--- src/design/bpfa_pkg.sv ---
`timescale 1ns / 1ps

package bpfa_pkg;

  localparam int MAX_FRAMES = 65536;
  localparam int WORD_BITS  = 32;
  localparam int WORD_COUNT = MAX_FRAMES / WORD_BITS;
  localparam int ADDR_W     = $clog2(WORD_COUNT);
  localparam int BIT_W      = $clog2(WORD_BITS);
  localparam int FRAME_W    = ADDR_W + BIT_W;
  localparam int COUNT_W    = 17;
  localparam int FLIP_W     = $clog2(WORD_BITS + 1);

  typedef logic [WORD_BITS-1:0] word_t;

  localparam word_t ALL_ONES = '1;
  localparam logic [COUNT_W-1:0] COUNT_MAX = '1;
  localparam logic [COUNT_W-1:0] FRAME_LIMIT = COUNT_W'(MAX_FRAMES);

  localparam logic [2:0] OP_ALLOC   = 3'd0;
  localparam logic [2:0] OP_FREE    = 3'd1;
  localparam logic [2:0] OP_RELEASE = 3'd2;
  localparam logic [2:0] OP_RESERVE = 3'd3;
  localparam logic [2:0] OP_INIT    = 3'd4;

  localparam logic [1:0] STATUS_OK    = 2'd0;
  localparam logic [1:0] STATUS_NOMEM = 2'd1;
  localparam logic [1:0] STATUS_RANGE = 2'd2;

  typedef struct packed {
    logic [FRAME_W-1:0] lo;
    logic [FRAME_W-1:0] hi;
    logic               set_bits;
  } span_t;

  typedef struct packed {
    word_t             new_word;
    logic [FLIP_W-1:0] flips;
    logic              found;
    logic [BIT_W-1:0]  found_bit;
    word_t             alloc_word;
  } word_res_t;

  function automatic logic [FLIP_W-1:0] popcount(input word_t w);
    logic [2:0]        grp;
    logic [FLIP_W-1:0] sum;
    sum = '0;
    for (int g = 0; g < WORD_BITS / 4; g++) begin
      grp = 3'(w[4*g]) + 3'(w[4*g+1]) + 3'(w[4*g+2]) + 3'(w[4*g+3]);
      sum = sum + FLIP_W'(grp);
    end
    return sum;
  endfunction

  function automatic logic [BIT_W-1:0] bit_index(input word_t onehot);
    logic [BIT_W-1:0] idx;
    idx = '0;
    for (int i = 0; i < WORD_BITS; i++) begin
      if (onehot[i]) begin
        idx = idx | BIT_W'(i);
      end
    end
    return idx;
  endfunction

endpackage

--- src/design/bpfa_word_op.sv ---
`timescale 1ns / 1ps

module bpfa_word_op (
  input  bpfa_pkg::word_t                   word,
  input  logic [bpfa_pkg::ADDR_W-1:0]       word_addr,
  input  bpfa_pkg::span_t                   span,
  output bpfa_pkg::word_res_t               res
);

  bpfa_pkg::word_t lo_mask;
  bpfa_pkg::word_t hi_mask;
  bpfa_pkg::word_t mask;
  bpfa_pkg::word_t free_bits;
  bpfa_pkg::word_t lowest;

  always_comb begin
    if (word_addr == span.lo[bpfa_pkg::FRAME_W-1:bpfa_pkg::BIT_W]) begin
      lo_mask = bpfa_pkg::ALL_ONES << span.lo[bpfa_pkg::BIT_W-1:0];
    end else begin
      lo_mask = bpfa_pkg::ALL_ONES;
    end
    if (word_addr == span.hi[bpfa_pkg::FRAME_W-1:bpfa_pkg::BIT_W]) begin
      hi_mask = bpfa_pkg::ALL_ONES >>
                (bpfa_pkg::BIT_W'(bpfa_pkg::WORD_BITS - 1) - span.hi[bpfa_pkg::BIT_W-1:0]);
    end else begin
      hi_mask = bpfa_pkg::ALL_ONES;
    end
    mask      = lo_mask & hi_mask;
    free_bits = ~word & mask;
    lowest    = free_bits & (~free_bits + bpfa_pkg::word_t'(1));

    res.new_word   = span.set_bits ? (word | mask) : (word & ~mask);
    res.flips      = bpfa_pkg::popcount(span.set_bits ? free_bits : (word & mask));
    res.found      = |free_bits;
    res.found_bit  = bpfa_pkg::bit_index(lowest);
    res.alloc_word = word | lowest;
  end

endmodule
--- config.mk ---
export PLATFORM = sky130hd
export DESIGN_NAME = bpfa_word_op
export DESIGN_NICKNAME = d
export VERILOG_FILES = /design/src/design/bpfa_pkg.sv /design/src/design/bpfa_word_op.sv
export SDC_FILE = /design/constraint.sdc
export NUM_CORES = 1
export LEC_CHECK = 0
export BUFFER_PORTS_ARGS = -buffer_cell sky130_fd_sc_hd__buf_2
export CAP_MARGIN = 20
export CORE_ASPECT_RATIO = 0.9
export CORE_MARGIN = 10
export CORE_UTILIZATION = 47
export DETAILED_ROUTE_END_ITERATION = 8
export PLACE_DENSITY = 0.78
export SLEW_MARGIN = 20
export SYNTH_ARGS = -nofsm -noshare
export SYNTH_HDL_FRONTEND = slang
export SYNTH_SLANG_ARGS = --single-unit
--- constraint.sdc ---
create_clock -name vclk -period 7.97
set_clock_uncertainty 0.2 [all_clocks]
set_input_delay 0.3985 -clock vclk [all_inputs]
set_output_delay 0.3985 -clock vclk [all_outputs]
set_load 0.01 [all_outputs]
; After elaboration in Yosys (flattened, before gate mapping)
; Cells that the tools add are included.
[word_totals]
register_bits = 0
inputBits = 76
output_inout_bits = 76
wordCells = 83
[op_classes]
n_addsub = 33
eq_ne = 2
shifts = 2
muxes = 35
n_bitwise = 10
reduce_logical = 1
[ops]
columns = cell, n
row1 = 32-bit AND, 5
row2 = 32-bit two-way mux, 4
row3 = 32-bit NOT, 3
row4 = 5-bit two-way mux, 16
row5 = 32-bit OR, 2
row6 = "32-bit by 1-bit adder with 32-bit output, second input constant", 1
row7 = 4-bit two-way mux, 8
row8 = 32-bit OR reduction, 1
row9 = "32-bit by 5-bit left shift with 32-bit output, first input constant", 1
row10 = "32-bit by 5-bit >> shifter with 32-bit output, first input constant", 1
row11 = 2-bit by 1-bit adder with 3-bit output, 8
row12 = 3-bit by 1-bit adder with 3-bit output, 8
row13 = 6-bit by 3-bit adder with 6-bit output, 4
row14 = 11-bit equality test, 2
row15 = 1-bit by 1-bit adder with 2-bit output, 8
row16 = 3-bit two-way mux, 4
row17 = 5-bit by 3-bit adder with 6-bit output, 1
row18 = 4-bit by 3-bit adder with 5-bit output, 1
row19 = "5-bit subtractor, first input constant", 1
row20 = 3-bit by 3-bit adder with 4-bit output, 1
row21 = 2-bit two-way mux, 2
row22 = 1-bit two-way mux, 1

; Logic depth before layout (Yosys ltp)
; Gate-level depths: netlist (run 1).
[logic_depth]
depth_word = 39
depth_mapped = 22
depth_no_buf = 20

; Worst setup path after synthesis (run 1)
; Ideal clock, no wire load.
[synth_path]
path_type = in2out
from = in span[15] (netlist name)
to = out res[42] (netlist name)
arrival_time_ps = 6316
t_required_ps = 7372
setup_slack_ps = 1055
stages = 21
path_buffers = 2
cell_sequence = xor2_1 or3_1 nor4_2 buf_2 buf_1 a22o_1 nand2b_1 fa_1 inv_1 fa_1 fa_1 fa_1 fa_1 inv_1 fa_1 inv_1 ha_1 fa_1 a21o_1 a21oi_1 xnor2_1
[synth_rtl]
columns = element, line_no
row1 = start: declaration, bpfa_word_op.sv:6  ; input bpfa_pkg::span_t span,
row2 = end: declaration, bpfa_word_op.sv:7  ; output bpfa_pkg::word_res_t res

==> results_dict.tcl, run 1 <==
set metrics [dict create \
    powerDensity_mw_per_mm2 284 \
    timing.critical_path.cells "buf_2 -> xor2_1 -> or2_1 -> or4_1 -> o2bb2ai_1 -> nor2_1 -> fa_1 -> inv_1 -> fa_1 -> fa_1 -> inv_1 -> fa_1 -> fa_1 -> inv_1 -> fa_1 -> inv_1 -> ha_1 -> fa_1 -> a21o_1 -> a21oi_1 -> xnor2_1 -> buf_2" \
    ys.warnings.count 0 \
    yosys.cell_types.count 70 \
    cpMaxStageDelayCell "sky130_fd_sc_hd__or4_1" \
    dp_hpwl_mm 14.3 \
    max-slew-margin-rel_pct 40.4 \
    layout_min_cycle_time_ps 7520 \
    finalSetupViolCount 0 \
    timing.critical_path.fanout_max 7 \
    cts_setup_buffers 0 \
    cp.required_ps 7370 \
    status "finished, final reports clean" \
    rsz_0062_raised_after_global_routing "no" \
    filler_cell_count 800 \
    first_global_vias 4795 \
    use_met2_pct 42.4 \
    core_region_area_mm2 0.00803 \
    grt_pass1_wl_mm 25.9 \
    groute.layer.met1.usage_pct 33.5 \
    drv.max_cap_violation_count 0 \
    design.final.nets 792 \
    setup-tns-final_ps 0 \
    path_class "primary input to output port" \
    worst_path_dominant_cell_family "adder cells" \
    placement.io_buffers 152 \
    seq_area_frac_synth_pct 0 \
    postCtsHoldBufs 0 \
    cts.repair.resized 0 \
    drt_drc_violations_left 0 \
    worst_slew_pin_slew_ps 886 \
    p_leak_nw 2.16 \
    synth_fp_nets 651 \
    synth_cells 544 \
    final_max_slew_viol_count 0 \
    critPathMostFrequentCell "sky130_fd_sc_hd__fa_1" \
    kind_of_launch_point_of_the_worst_setup_path "primary input" \
    maxClockFrequency_ghz 0.133 \
    multiInputGateArea_mm2 0.00359 \
    die_w_um 116 \
    synth_area_per_cell_um2 7.13 \
    period_share_pct 94.3 \
    timing_hold_violations_final 0 \
    initial_antenna_violation_count 0 \
    worstSetupEndpointType "output port" \
    diode_insertion_count_for_antenna_repair 0 \
    post_drt_via_cell_ratio 6.17 \
    top_level_ports 152 \
    floorplan.rows 31 \
    floorplan.initialDensity_pct 48.3 \
    first_pass_iters 5 \
    grt-busiest-layer "met2" \
    globalRoute.totalOverflow 0 \
    grt_start_max_net_pins 42 \
    finalWeightedCongestion 0.984 \
    die_footprint_mm2 0.0123 \
    most-common-layout-cells "sky130_fd_sc_hd__buf_2 (152), sky130_fd_sc_hd__nor2_1 (50), sky130_fd_sc_hd__inv_1 (45)" \
    drt_iter0_markers 464 \
    final.clkbuf_count 0 \
    avgRoutedWirePerCell_um 21.3 \
    groute.layer.met3.usage_pct 5.56 \
    final_antenna_net_count 0 \
    mostFrequentLayoutCell "sky130_fd_sc_hd__buf_2" \
    die_height_um 106 \
    total_power_w 0.00135 \
    syn-cell-area_mm2 0.00388 \
    totalWireLength_mm 16.6 \
    worst-path-buf-inv 6 \
    cp_slowest_stage_delay_ps 660 \
    ir_drop_uv 905 \
    routed-via-count 4825 \
    drive_gt1_share_pct 32.1 \
    register_area_um2 0 \
    design.seq.count 0 \
    track_usage_pct 25.8 \
    syn_to_final_growth_pct 22.2 \
    timing.hold.worst.class "primary input to output port" \
    worst-endpoint-arrival_ps 6920 \
]
-- cells by family after synthesis --
| kind of cell | after synthesis | share of synthesized area, % |
|---|---|---|
| compound gates | 149 | 27.6 |
| simple gates | 206 | 28.8 |
| xor+xnor | 57 | 12.9 |
| buf+inv | 71 | 7.35 |
| fa+ha+maj | 31 | 14.6 |
| mux | 30 | 8.71 |
-- routing by layer --
metal | share of wire [%] | vias to the layer above
met5 | 0 | -
li1 | - | 2270
met1 | 41 | 2262
met3 | 10 | 29
met2 | 46 | 264
met4 | 2.7 | 0
-- worst paths after layout --
path,to,depth (start not counted),startpoint,slack (ps)
max,res[42],22,word_addr[6],450
min,res[18],3,word[18],930
-- Yosys cell counts, types with 6 or more instances --
cell / count / area [um2]
sky130_fd_sc_hd__inv_1: 45 / 169
sky130_fd_sc_hd__nor4_1: 12 / 75.1
sky130_fd_sc_hd__ha_1: 7 / 87.6
sky130_fd_sc_hd__or3_1: 7 / 43.8
sky130_fd_sc_hd__o31ai_1: 11 / 82.6
sky130_fd_sc_hd__nand2b_1: 17 / 106
sky130_fd_sc_hd__fa_1: 24 / 480
sky130_fd_sc_hd__or2_2: 8 / 50.1
sky130_fd_sc_hd__nor2_1: 50 / 188
sky130_fd_sc_hd__xor2_1: 27 / 236
sky130_fd_sc_hd__nor3_1: 10 / 50.1
sky130_fd_sc_hd__xnor2_1: 30 / 263
sky130_fd_sc_hd__a21oi_1: 26 / 130
sky130_fd_sc_hd__o21ai_0: 21 / 105
sky130_fd_sc_hd__o22ai_1: 7 / 43.8
sky130_fd_sc_hd__a221oi_1: 7 / 61.3
sky130_fd_sc_hd__nand2_1: 41 / 154
sky130_fd_sc_hd__and2_1: 6 / 37.5
sky130_fd_sc_hd__o21ai_1: 7 / 35.0
sky130_fd_sc_hd__clkbuf_1: 15 / 56.3
sky130_fd_sc_hd__a21o_1: 8 / 60.1
sky130_fd_sc_hd__o21bai_1: 11 / 82.6
sky130_fd_sc_hd__nand4_1: 13 / 81.3
sky130_fd_sc_hd__mux2_2: 30 / 338
sky130_fd_sc_hd__nand3_1: 13 / 65.1
-- tightest hold or removal path, stage by stage --
cell and delay, ps:
sky130_fd_sc_hd__buf_2 110, sky130_fd_sc_hd__or2_1 100, sky130_fd_sc_hd__buf_2 120
-- power breakdown --
part | leakage, nW | switching [W] | internal, W
clock network | 0 | 0 | 0
registers | 0 | 0 | 0
logic | 2.16 | 0.000752 | 0.000596
total | 2.16 | 0.000752 | 0.000596
-- layout make-up --
cell class	instances	area share (%)
repair buffers	164	17.9
well taps	99	2.61
inverters	46	3.64
multi-input cells	473	75.8
-- stage by stage --
| stage | worst slack [ps] | utilization, % | cell area, um2 | instances | hold WS (ps) |
|---|---|---|---|---|---|
| final | 452 | 59.0 | 4740 | 782 | 929 |
| after global routing | 141 | 59.0 | 4740 | 782 | 952 |
| after CTS | 478 | 59.0 | 4740 | 782 | 931 |
| after detailed placement | 496 | 59.0 | 4740 | 782 | 930 |
| after global placement | 606 | 59.0 | 4740 | 782 | 921 |
| after floorplan | 1060 | - | 3880 | 544 | 693 |
Note: power is estimated with default switching activity, not from simulation.
==> run 2, diff against run 1 <==
- CAP_MARGIN: 20 -> unset
- REMOVE_ABC_BUFFERS: unset -> 1
==> run 2 against run 1 <==
Global-route usage shrank 0.15 points. Maximum frequency grew 1.1%. Cell area is essentially flat. First-iteration DRC count grew 14%. Worst setup slack gained 83 ps. Sequential share of layout area is the same. Non-clock buffer count shrank 2. Via count grew 0.29%. Count of clock-buffer cells in the layout is the same. Highest routed layer unchanged.
==> results_dict.tcl, run 2 (synthesis results as in run 1) <==
set metrics [dict create \
    placement.io_buffers 152 \
    final_core_utilization_pct 59.0 \
    ir_drop_uv 876 \
    dp_hpwl_mm 14.2 \
    finalWeightedCongestion 0.993 \
    most-common-layout-cells "sky130_fd_sc_hd__buf_2 (152), sky130_fd_sc_hd__nor2_1 (50), sky130_fd_sc_hd__inv_1 (45)" \
    track_usage_pct 25.7 \
    p_int_w 0.000602 \
    diode_insertion_count_for_antenna_repair 0 \
    mostFrequentLayoutCell "sky130_fd_sc_hd__buf_2" \
    globalRoute.totalOverflow 0 \
    maxClockFrequency_ghz 0.135 \
    drt_drc_violations_left 0 \
    path_class "primary input to output port" \
    design.seq.count 0 \
    first_pass_iters 5 \
    avgRoutedWirePerCell_um 21.4 \
    status "finished, final reports clean" \
    min_from "word[17]" \
    period_share_pct 93.3 \
    final_antenna_net_count 0 \
    drt_iter0_markers 527 \
    totalWireLength_mm 16.7 \
    routed-via-count 4839 \
    kind_of_launch_point_of_the_worst_setup_path "primary input" \
    worst-endpoint-arrival_ps 6840 \
    first_global_vias 4629 \
    filler_cell_count 760 \
    worst_hold_path_ep "res[17]" \
    worstSetupEndpointType "output port" \
    power.share.switching_pct 56.3 \
    sequentialPowerShare_pct 0 \
    cts_setup_buffers 0 \
    postCtsHoldBufs 0 \
    timing_hold_violations_final 0 \
    timing.critical_path.fanout_max 7 \
    max-slew-margin-rel_pct 39.4 \
    finalSetupViolCount 0 \
    final.clkbuf_count 0 \
    die_footprint_mm2 0.0123 \
    placed_cells 780 \
    cp.required_ps 7370 \
    register_area_um2 0 \
    worst_hold_path.num_cells 3 \
    top_level_ports 152 \
    dp_slack_ps 534 \
    clockPowerShare_pct 0 \
    p_leak_nw 2.15 \
    floorplan.initialDensity_pct 48.3 \
    initial_antenna_violation_count 0 \
    drv.max_cap_violation_count 0 \
    syn_to_final_growth_pct 22.2 \
    die_height_um 106 \
    worst_slack_ps 535 \
    floorplan.rows 31 \
    psw_w 0.000776 \
    post_drt_via_cell_ratio 6.20 \
    setup-tns-final_ps 0 \
    final_max_slew_viol_count 0 \
    cts.repair.resized 0 \
    powerDensity_mw_per_mm2 291 \
    final-instance-count-excl-fill 780 \
    timing.hold.worst.class "primary input to output port" \
    grt_start_max_net_pins 59 \
    relative_contribution_of_combinational_cells_to_total_power_pct 100.0 \
    design.final.nets 790 \
    rsz_0062_raised_after_global_routing "no" \
    worst_slew_pin_slew_ps 901 \
    drive_gt1_share_pct 31.9 \
    core_region_area_mm2 0.00803 \
    grt_pass1_wl_mm 25.7 \
    layout_min_cycle_time_ps 7430 \
    die_w_um 116 \
]
-- run 2: final cells by class --
cell class / count / area [um2] / share of cell area [%]
Inverter: 46 / 173 / 3.64
Tap cell: 99 / 124 / 2.61
Multi-Input combinational cell: 473 / 3590 / 75.8
Timing Repair Buffer: 162 / 848 / 17.9
-- run 2: worst max-delay path by stage --
stage / start / end / slack, ps / cells after the start
3_5_place_dp: word_addr[6] / res[42] / 530 / 22
5_1_grt: word_addr[8] / res[42] / 230 / 22
2_1_floorplan: span[15] / res[42] / 770 / 19
6_report: word_addr[6] / res[42] / 540 / 22
3_3_place_gp: word_addr[6] / res[42] / 690 / 22
4_1_cts: word_addr[8] / res[42] / 510 / 22
-- run 2: critical path: stages --
cell	delay (ps)
sky130_fd_sc_hd__buf_2	110
sky130_fd_sc_hd__xor2_1	170
sky130_fd_sc_hd__or2_1	330
sky130_fd_sc_hd__or4_1	640
sky130_fd_sc_hd__o2bb2ai_1	440
sky130_fd_sc_hd__nor2_1	130
sky130_fd_sc_hd__fa_1	520
sky130_fd_sc_hd__inv_1	50
sky130_fd_sc_hd__fa_1	490
sky130_fd_sc_hd__fa_1	530
sky130_fd_sc_hd__inv_1	60
sky130_fd_sc_hd__fa_1	460
sky130_fd_sc_hd__fa_1	550
sky130_fd_sc_hd__inv_1	60
sky130_fd_sc_hd__fa_1	530
sky130_fd_sc_hd__inv_1	40
sky130_fd_sc_hd__ha_1	210
sky130_fd_sc_hd__fa_1	410
sky130_fd_sc_hd__a21o_1	190
sky130_fd_sc_hd__a21oi_1	190
sky130_fd_sc_hd__xnor2_1	150
sky130_fd_sc_hd__buf_2	160
-- run 2: layer usage --
metal | track usage, % | routed length (um) | up-vias
met4 | 5.36 | 388 | 0
met2 | 41.6 | 7560 | 292
met5 | 0 | 0 | -
li1 | - | - | 2266
met3 | 6.35 | 1830 | 24
met1 | 33.7 | 6900 | 2257
-- run 2: through the flow --
step | cell area, um2 | total power (W) | hold WS, ps
6_report | 4740 | 0.00138 | 935
5_1_grt | 4740 | 0.00155 | 960
4_1_cts | 4740 | 0.00140 | 937
3_5_place_dp | 4740 | 0.00139 | 937
3_3_place_gp | 4740 | 0.00131 | 918
2_1_floorplan | 3770 | 0.000928 | 693
-- run 2: power by group through the flow --
stage / logic (W) / registers [W] / clock network [W]
finish: 0.00138 / 0 / 0
floorplan: 0.000928 / 0 / 0
detailed placement: 0.00139 / 0 / 0
global route: 0.00155 / 0 / 0
CTS: 0.00140 / 0 / 0
global placement: 0.00131 / 0 / 0
